File: src/sv/psfp_pkg.sv
// ----------------------------------------------------------------------------
// psfp_pkg
// Shared types, constants and helpers of the particle sensor frame parser.
// ----------------------------------------------------------------------------
package psfp_pkg;

    // Default frame length in bytes and the reset value of the start byte.
    localparam int FRAME_BYTES_DEF = 32;
    localparam logic [7:0] START_BYTE_RST = 8'd66;

    // The result run of one frame never holds more than this many words.
    localparam int MAX_WORDS = 15;

    // Width of a word index and of a word value.
    localparam int IDX_W  = 4;
    localparam int WORD_W = 16;
    localparam int SUM_W  = 16;

    // Number of words reported for a frame of fb bytes.
    function automatic int calc_nwords(input int fb);
        int n;
        n = (fb - 2) >> 1;
        if (n > MAX_WORDS) begin
            n = MAX_WORDS;
        end
        return n;
    endfunction

    // Controller states.
    typedef enum logic [2:0] {
        ST_IDLE,
        ST_RECV,
        ST_RD_HI,
        ST_RD_LO,
        ST_LOAD,
        ST_OUT
    } t_state;

    // Commands from the controller to the datapath.
    typedef struct packed {
        logic start_frame;
        logic store_byte;
        logic complete;
        logic rd_lo;
        logic latch_hi;
        logic load_out;
        logic next_word;
    } t_cmd;

    // Status from the datapath to the controller.
    typedef struct packed {
        logic is_start;
        logic pos_last;
        logic word_last;
    } t_status;

endpackage

File: src/sv/psfp_ctrl.sv
// ----------------------------------------------------------------------------
// psfp_ctrl
// Sequencer: collects frame bytes, then steps through the word reads and
// output transfers of a finished frame.
// ----------------------------------------------------------------------------
module psfp_ctrl
    import psfp_pkg::*;
(
    input  logic    i_clk,
    input  logic    i_rst_n,
    input  logic    i_rx_valid,
    output logic    o_rx_ready,
    output logic    o_word_valid,
    input  logic    i_word_ready,
    input  t_status i_status,
    output t_cmd    o_cmd
);

    t_state r_state;
    t_state n_state;

    always_ff @(posedge i_clk) begin
        if (!i_rst_n) begin
            r_state <= ST_IDLE;
        end else begin
            r_state <= n_state;
        end
    end

    always_comb begin
        n_state = r_state;
        unique case (r_state)
            ST_IDLE: begin
                if (i_rx_valid && i_status.is_start) begin
                    n_state = ST_RECV;
                end
            end
            ST_RECV: begin
                if (i_rx_valid && i_status.pos_last) begin
                    n_state = ST_RD_HI;
                end
            end
            ST_RD_HI: n_state = ST_RD_LO;
            ST_RD_LO: n_state = ST_LOAD;
            ST_LOAD:  n_state = ST_OUT;
            ST_OUT: begin
                if (i_word_ready) begin
                    n_state = i_status.word_last ? ST_IDLE : ST_RD_HI;
                end
            end
            default: n_state = ST_IDLE;
        endcase
    end

    always_comb begin
        o_rx_ready   = 1'b0;
        o_word_valid = 1'b0;
        o_cmd        = '0;
        unique case (r_state)
            ST_IDLE: begin
                o_rx_ready        = 1'b1;
                o_cmd.start_frame = i_rx_valid && i_status.is_start;
            end
            ST_RECV: begin
                o_rx_ready       = 1'b1;
                o_cmd.store_byte = i_rx_valid;
                o_cmd.complete   = i_rx_valid && i_status.pos_last;
            end
            ST_RD_HI: o_cmd.rd_lo = 1'b0;
            ST_RD_LO: begin
                o_cmd.rd_lo    = 1'b1;
                o_cmd.latch_hi = 1'b1;
            end
            ST_LOAD: o_cmd.load_out = 1'b1;
            ST_OUT: begin
                o_word_valid    = 1'b1;
                o_cmd.next_word = i_word_ready;
            end
            default: o_cmd = '0;
        endcase
    end

endmodule

File: src/sv/psfp_dpath.sv
// ----------------------------------------------------------------------------
// psfp_dpath
// Frame store, position counter, running sum, checksum check and the
// output register of the word stream.
// ----------------------------------------------------------------------------
module psfp_dpath
    import psfp_pkg::*;
#(
    parameter int FRAME_BYTES = FRAME_BYTES_DEF
)
(
    input  logic              i_clk,
    input  logic              i_rst_n,
    input  logic              i_cfg_we,
    input  logic [7:0]        i_cfg_wdata,
    input  logic [7:0]        i_rx_byte,
    input  t_cmd              i_cmd,
    output t_status           o_status,
    output logic [IDX_W-1:0]  o_word_index,
    output logic [WORD_W-1:0] o_word_value,
    output logic              o_checksum_ok,
    output logic              o_last
);

    localparam int AW     = $clog2(FRAME_BYTES);
    localparam int NWORDS = calc_nwords(FRAME_BYTES);

    logic [7:0]        r_mem [FRAME_BYTES];
    logic [7:0]        r_rd_data;
    logic [AW-1:0]     rd_addr;

    logic [7:0]        r_start_byte;
    logic [AW-1:0]     r_pos;
    logic [SUM_W-1:0]  r_sum;
    logic [7:0]        r_chk_hi;
    logic              r_ok;
    logic [IDX_W-1:0]  r_k;
    logic [7:0]        r_hi;

    logic [IDX_W-1:0]  r_word_index;
    logic [WORD_W-1:0] r_word_value;
    logic              r_checksum_ok;
    logic              r_last;

    logic              word_last;

    assign word_last = (r_k == IDX_W'(NWORDS - 1));

    assign o_status.is_start  = (i_rx_byte == r_start_byte);
    assign o_status.pos_last  = (r_pos == AW'(FRAME_BYTES - 1));
    assign o_status.word_last = word_last;

    // Word k sits at bytes 2+2k (high) and 3+2k (low).
    assign rd_addr = AW'({r_k, i_cmd.rd_lo}) + AW'(2);

    // Frame store: one write port for incoming bytes, one registered read port.
    always_ff @(posedge i_clk) begin
        if (i_cmd.start_frame || i_cmd.store_byte) begin
            r_mem[r_pos] <= i_rx_byte;
        end
        r_rd_data <= r_mem[rd_addr];
    end

    always_ff @(posedge i_clk) begin
        if (!i_rst_n) begin
            r_start_byte <= START_BYTE_RST;
            r_pos        <= '0;
            r_sum        <= '0;
            r_k          <= '0;
        end else begin
            if (i_cfg_we) begin
                r_start_byte <= i_cfg_wdata;
            end
            if (i_cmd.start_frame) begin
                r_pos <= AW'(1);
                r_sum <= {8'h00, i_rx_byte};
            end else if (i_cmd.complete) begin
                r_pos <= '0;
                r_sum <= '0;
                r_k   <= '0;
            end else if (i_cmd.store_byte) begin
                r_pos <= r_pos + AW'(1);
                if (r_pos < AW'(FRAME_BYTES - 2)) begin
                    r_sum <= r_sum + {8'h00, i_rx_byte};
                end
            end
            if (i_cmd.next_word) begin
                r_k <= r_k + IDX_W'(1);
            end
        end
    end

    always_ff @(posedge i_clk) begin
        if (i_cmd.store_byte && (r_pos == AW'(FRAME_BYTES - 2))) begin
            r_chk_hi <= i_rx_byte;
        end
        if (i_cmd.complete) begin
            r_ok <= (r_sum == {r_chk_hi, i_rx_byte});
        end
        if (i_cmd.latch_hi) begin
            r_hi <= r_rd_data;
        end
        if (i_cmd.load_out) begin
            r_word_index  <= r_k;
            r_word_value  <= {r_hi, r_rd_data};
            r_checksum_ok <= r_ok;
            r_last        <= word_last;
        end
    end

    assign o_word_index  = r_word_index;
    assign o_word_value  = r_word_value;
    assign o_checksum_ok = r_checksum_ok;
    assign o_last        = r_last;

endmodule

File: src/sv/particle_sensor_frame_parser_core.sv
// ----------------------------------------------------------------------------
// particle_sensor_frame_parser_core
// Parses fixed-length particle sensor frames from a received byte stream.
// ----------------------------------------------------------------------------
// The core takes one received byte per transfer on the rx channel. While idle
// it drops every byte that differs from the programmable start byte (reset
// value 66); a matching byte opens a frame of FRAME_BYTES bytes. Each frame
// byte is taken when offered and written to a small frame store while a
// running 16-bit sum of all bytes but the last two is kept. The last two
// bytes form the checksum word. When the final byte of a frame is taken the
// core drops rx ready and reports the big-endian words built from byte 2
// onward, (FRAME_BYTES-2)/2 of them capped at 15, one word per output
// transfer with its index, the checksum-ok flag and a last mark on the final
// word. The frame store has a single registered read port, so each word costs
// two reads, one load into the output register and the transfer itself, and
// a stall on the output side holds the burst. The start byte is to be written
// through the configuration port only while the core is idle; the core itself
// does not enforce this, and a change only affects the next start detection.
// ----------------------------------------------------------------------------
module particle_sensor_frame_parser_core
    import psfp_pkg::*;
#(
    parameter int FRAME_BYTES = FRAME_BYTES_DEF
)
(
    input  logic              i_clk,
    input  logic              i_rst_n,
    // Configuration: start byte.
    input  logic              i_cfg_we,
    input  logic [7:0]        i_cfg_wdata,
    // Received bytes.
    input  logic              i_rx_valid,
    output logic              o_rx_ready,
    input  logic [7:0]        i_rx_byte,
    // Parsed words.
    output logic              o_word_valid,
    input  logic              i_word_ready,
    output logic [IDX_W-1:0]  o_word_index,
    output logic [WORD_W-1:0] o_word_value,
    output logic              o_checksum_ok,
    output logic              o_last
);

    localparam int NWORDS = calc_nwords(FRAME_BYTES);

    t_cmd    cmd;
    t_status status;

    // The sequencer decides when bytes are taken and when words are read out.
    psfp_ctrl u_ctrl (
        .i_clk        (i_clk),
        .i_rst_n      (i_rst_n),
        .i_rx_valid   (i_rx_valid),
        .o_rx_ready   (o_rx_ready),
        .o_word_valid (o_word_valid),
        .i_word_ready (i_word_ready),
        .i_status     (status),
        .o_cmd        (cmd)
    );

    // The datapath holds the frame, the sum and the output register.
    psfp_dpath #(
        .FRAME_BYTES (FRAME_BYTES)
    ) u_dpath (
        .i_clk         (i_clk),
        .i_rst_n       (i_rst_n),
        .i_cfg_we      (i_cfg_we),
        .i_cfg_wdata   (i_cfg_wdata),
        .i_rx_byte     (i_rx_byte),
        .i_cmd         (cmd),
        .o_status      (status),
        .o_word_index  (o_word_index),
        .o_word_value  (o_word_value),
        .o_checksum_ok (o_checksum_ok),
        .o_last        (o_last)
    );

`ifndef ASSERT_OFF
    // Byte intake and word output never overlap.
    a_phase_excl: assert property (@(posedge i_clk) disable iff (!i_rst_n)
        !(o_rx_ready && o_word_valid))
        else $error("rx ready and word valid high together");

    // The last mark sits exactly on the final word index of a frame.
    a_last_idx: assert property (@(posedge i_clk) disable iff (!i_rst_n)
        o_word_valid |-> (o_last == (o_word_index == IDX_W'(NWORDS - 1))))
        else $error("last mark does not match word index");

    // After the final word transfer the core is ready for bytes again.
    a_back_idle: assert property (@(posedge i_clk) disable iff (!i_rst_n)
        (o_word_valid && i_word_ready && o_last) |=> o_rx_ready)
        else $error("core not ready for bytes after the last word");

    // Within a burst the core keeps rx ready low.
    a_burst_busy: assert property (@(posedge i_clk) disable iff (!i_rst_n)
        (o_word_valid && i_word_ready && !o_last) |=> !o_rx_ready)
        else $error("rx ready raised in the middle of a word burst");
`endif

endmodule

File: config.mk
export PLATFORM = sky130hd
export DESIGN_NAME = particle_sensor_frame_parser_core
export DESIGN_NICKNAME = d
export VERILOG_FILES = /design/src/sv/psfp_pkg.sv /design/src/sv/psfp_ctrl.sv /design/src/sv/psfp_dpath.sv /design/src/sv/particle_sensor_frame_parser_core.sv
export SDC_FILE = /design/constraint.sdc
export NUM_CORES = 1
export LEC_CHECK = 0
export ABC_AREA = 1
export ABC_CLOCK_PERIOD_IN_PS = 3700
export BUFFER_PORTS_ARGS = -buffer_cell sky130_fd_sc_hd__buf_2
export CORE_ASPECT_RATIO = 1.75
export CORE_MARGIN = 5
export CORE_UTILIZATION = 58
export DETAILED_ROUTE_END_ITERATION = 10
export PLACE_DENSITY = 0.81
export SKIP_CTS_REPAIR_TIMING = 1
export SLEW_MARGIN = 20
export SYNTH_ARGS = -nofsm -noshare
export SYNTH_HDL_FRONTEND = slang
export SYNTH_SLANG_ARGS = --single-unit
File: constraint.sdc
create_clock -name i_clk -period 3.7 [get_ports i_clk]
set_clock_uncertainty 0.05 [all_clocks]
set_input_delay 0.37 -clock i_clk [delete_from_list [all_inputs] [get_ports i_clk]]
set_output_delay 0.37 -clock i_clk [all_outputs]
set_load 0.1 [all_outputs]
==> impl_metrics.env <==
export IMPL_min_path_type="primary input to register"
export IMPL_routabilityCongestion=0.942
export IMPL_fin_area_mm2=0.0156
export IMPL_ys_async_sr_fraction=0
export IMPL_grt_first_pass_wirelength_um=52000
export IMPL_seqPwrFrac=0.582
export IMPL_postLayoutCoreUtil=0.649
export IMPL_clock_sink_count=339
export IMPL_max_slew_margin=0.394
export IMPL_critPathArrivalTime_ns=3.07
export IMPL_maximum_number_of_pins_on_one_net_before_global_route_repair=97
export IMPL_synth_flop_cell="edfxtp_1"
export IMPL_synth_edff_count=295
export IMPL_initialDrtViolationCount=1024
export IMPL_synth_area_mm2=0.0142
export IMPL_floorplan_row_count=75
export IMPL_number_of_i_o_port_buffers=44
export IMPL_hold_worst_slack_ns=0.00266
export IMPL_ys_ff_latch=339
export IMPL_worstPathRequired_ns=4.07
export IMPL_kind_of_start_point_of_the_critical_path="register"
export IMPL_netlist_top_cells_area="edfxtp_1, nor2_1, dfxtp_1"
export IMPL_drt_vias_per_instance=5.92
export IMPL_floorplan_die_area_mm2=0.0278
export IMPL_tritoncts="yes"
export IMPL_fin_nets=1365
export IMPL_drt_pass1_iterations=6
export IMPL_globalRoute_totalOverflow=0
export IMPL_insertion_delay_ns=0.54
export IMPL_post_route_cells_drive_above_1_share=0.0979
export IMPL_cts_inserted_buffers=27
export IMPL_routed_wirelength_um=33900
export IMPL_grt_util_all_layers=0.246
export IMPL_grt_pass1_vias=9744
export IMPL_post_synth_cell_area_avg_um2=11.0
export IMPL_cts_root_to_sink_buffers=3
export IMPL_crit_path_end_kind="register"
export IMPL_power_share_switching=0.195
export IMPL_num_antenna_cells=0
export IMPL_wl_per_cell_um=20.5
export IMPL_path_class="register to register"
export IMPL_synthDistinctLibCells=35
export IMPL_post_route_period_util=0.730
export IMPL_status="finished clean"
export IMPL_drc_errors=0
export IMPL_synth_seq_area_share=0.688
export IMPL_rsz_0062_raised_after_global_routing="false"
export IMPL_route_vias_total=9805
export IMPL_power_share_clock=0.398
export IMPL_area_growth_pct=10.0
export IMPL_detailed_place_hpwl_um=21500
export IMPL_fp_dieW_um=128
export IMPL_placement_cell_area_mm2=0.0147
export IMPL_vdd_ir_drop_max_mv=0.395
export IMPL_antenna_found_initial=0
export IMPL_start_util=0.589
export IMPL_synth_yosys_warnings=0
export IMPL_max_cap_violations=0
export IMPL_finalSetupTns_ns=0
export IMPL_timing_critical_path_fanout_max=17
export IMPL_actual_transition_at_the_worst_max_transition_pin_ns=0.910
export IMPL_synth_top_area_frac=0.626
export IMPL_die_h_um=217
export IMPL_power_total_mw=7.13
export IMPL_finalCriticalPeriod_ns=2.70
export IMPL_achievable_clock_frequency_mhz=370
export IMPL_root_buffer="clkbuf_16"
export IMPL_clk_pin_slew_ns=0.07
export IMPL_io_pins=45
export IMPL_internal_power_mw=5.74
export IMPL_syn_num_nets=1326
export IMPL_timing_max_transition_violations_final=0
export IMPL_cell_taking_the_most_area_after_synthesis="edfxtp_1"
export IMPL_pwr_density_cell_mw_per_mm2=458
export IMPL_switching_power_mw=1.39
export IMPL_netlist_instances=1289
export IMPL_power_static_leakage_nw=5.53
export IMPL_core_mm2=0.0240
export IMPL_htree_levels=1
export IMPL_share_of_total_power_in_combinational_logic=0.020
export IMPL_hold_violations=0
export IMPL_setup_viol_count_final=0
export IMPL_final_antenna_net_count=0
==> cell families (layout without fill, tap and decap cells) <==
family / after synthesis / after routing / synth area share
compound gates: 224 / 224 / 0.0841
flops: 339 / 339 / 0.688
xor+xnor: 15 / 15 / 0.00928
simple gates: 550 / 550 / 0.162
fa+ha+maj: 16 / 16 / 0.0147
buf+inv: 145 / 204 / 0.0419
==> cells in the mapped netlist, types with 4 or more instances <==
master      n
o211ai_1   24
inv_2       8
dfxtp_1    44
or2_2       4
buf_1       6
xor2_1      8
nand4_1     5
xnor2_1     7
buf_2      17
a21oi_1    52
nand2_1   147
inv_1      78
o21ai_1     5
nand3_1   105
nor2_4      4
clkbuf_1   25
nor2_1    271
nor3_1      4
edfxtp_1  295
o21ai_0   140
ha_1       15
buf_4       7
==> worst max-delay path: stages (launching register included) <==
cell and delay, ns:
dfxtp_1 0.77, inv_2 0.07, ha_1 0.35, inv_1 0.44
buf_4 0.34, nand3_1 0.19, nand3_1 0.14, nand2_1 0.07
nand2_1 0.07, nand2_1 0.07
==> final timing paths <==
check	depth (start not counted)	slack, ns	startpoint	endpoint
max reg2reg	9	1.0	u_dpath.r_k[0]$_SDFFE_PN0P_	u_dpath.r_rd_data[5]$_DFF_P_
min reg2reg	0	0.37	u_dpath.r_hi[6]$_DFFE_PP_	u_dpath.o_word_value[14]$_DFFE_PP_
min	3	0.003	i_cfg_wdata[6]	u_dpath.r_start_byte[6]$_SDFFE_PN1P_
max	9	1.0	u_dpath.r_k[0]$_SDFFE_PN0P_	u_dpath.r_rd_data[5]$_DFF_P_
==> sequential cells by signal (all words and copies together) (netlist names), 3 cells and up <==
name	cells
u_dpath.r_hi	8
u_dpath.r_start_byte	8
u_dpath.r_pos	5
u_dpath.o_word_value	16
u_dpath.r_mem	256
u_dpath.r_k	4
u_dpath.r_sum	16
u_dpath.r_rd_data	8
u_dpath.o_word_index	4
u_dpath.r_chk_hi	8
u_ctrl.r_state	3
==> power by group through the flow <==
stage	clock (mW)	combinational [mW]	sequential, mW
floorplan	0	0.0436	4.24
detailed placement	0	0.144	4.24
finish	2.84	0.145	4.15
CTS	2.85	0.145	4.15
global placement	0	0.143	4.23
global route	3.02	0.156	4.15
==> metal layers <==
| metal | global-route usage | wire length (um) | vias up | share of wire |
|---|---|---|---|---|
| met2 | 0.441 | 17600 | 533 | 0.52 |
| li1 | - | - | 4532 | - |
| met5 | 0 | 0 | - | 0 |
| met1 | 0.276 | 11600 | 4599 | 0.34 |
| met4 | 0.150 | 2300 | 0 | 0.068 |
| met3 | 0.0266 | 2410 | 141 | 0.071 |
==> cell type report <==
cell class / count / area, um2
clock buffer: 40 / 796
multi-input combinational: 805 / 3840
timing repair buffer: 66 / 410
inverter: 89 / 334
fill: 1815 / 8440
clock inverter: 9 / 80.1
tap: 308 / 385
sequential: 339 / 9740
==> through the flow <==
step	setup slack, ns	instances
3_3_place_gp	0.940	1607
6_report	0.999	1656
3_5_place_dp	0.898	1607
4_1_cts	1.09	1656
2_1_floorplan	1.55	1289
5_1_grt	0.882	1656
==> cells in the final DEF, fill, tap and decap left out, types with 2 or more instances in the layout <==
cell type and instances:
edfxtp_1 295, nor2_1 270, nand2_1 147, o21ai_0 140
nand3_1 105, inv_1 78, a21oi_1 52, buf_2 44
dfxtp_1 44, clkbuf_16 28, o211ai_1 24, buf_4 20
ha_1 15, inv_2 8, xor2_1 8, xnor2_1 7
clkbuf_1 7, o21ai_1 5, nand4_1 5, clkbuf_8 5
clkinv_2 5, nor2_4 4, or2_2 4, nor3_1 4
clkinv_1 3, nor4_1 3, nor2_2 2, inv_6 2
buf_12 2
No activity file was read; power rests on OpenSTA's default activity.
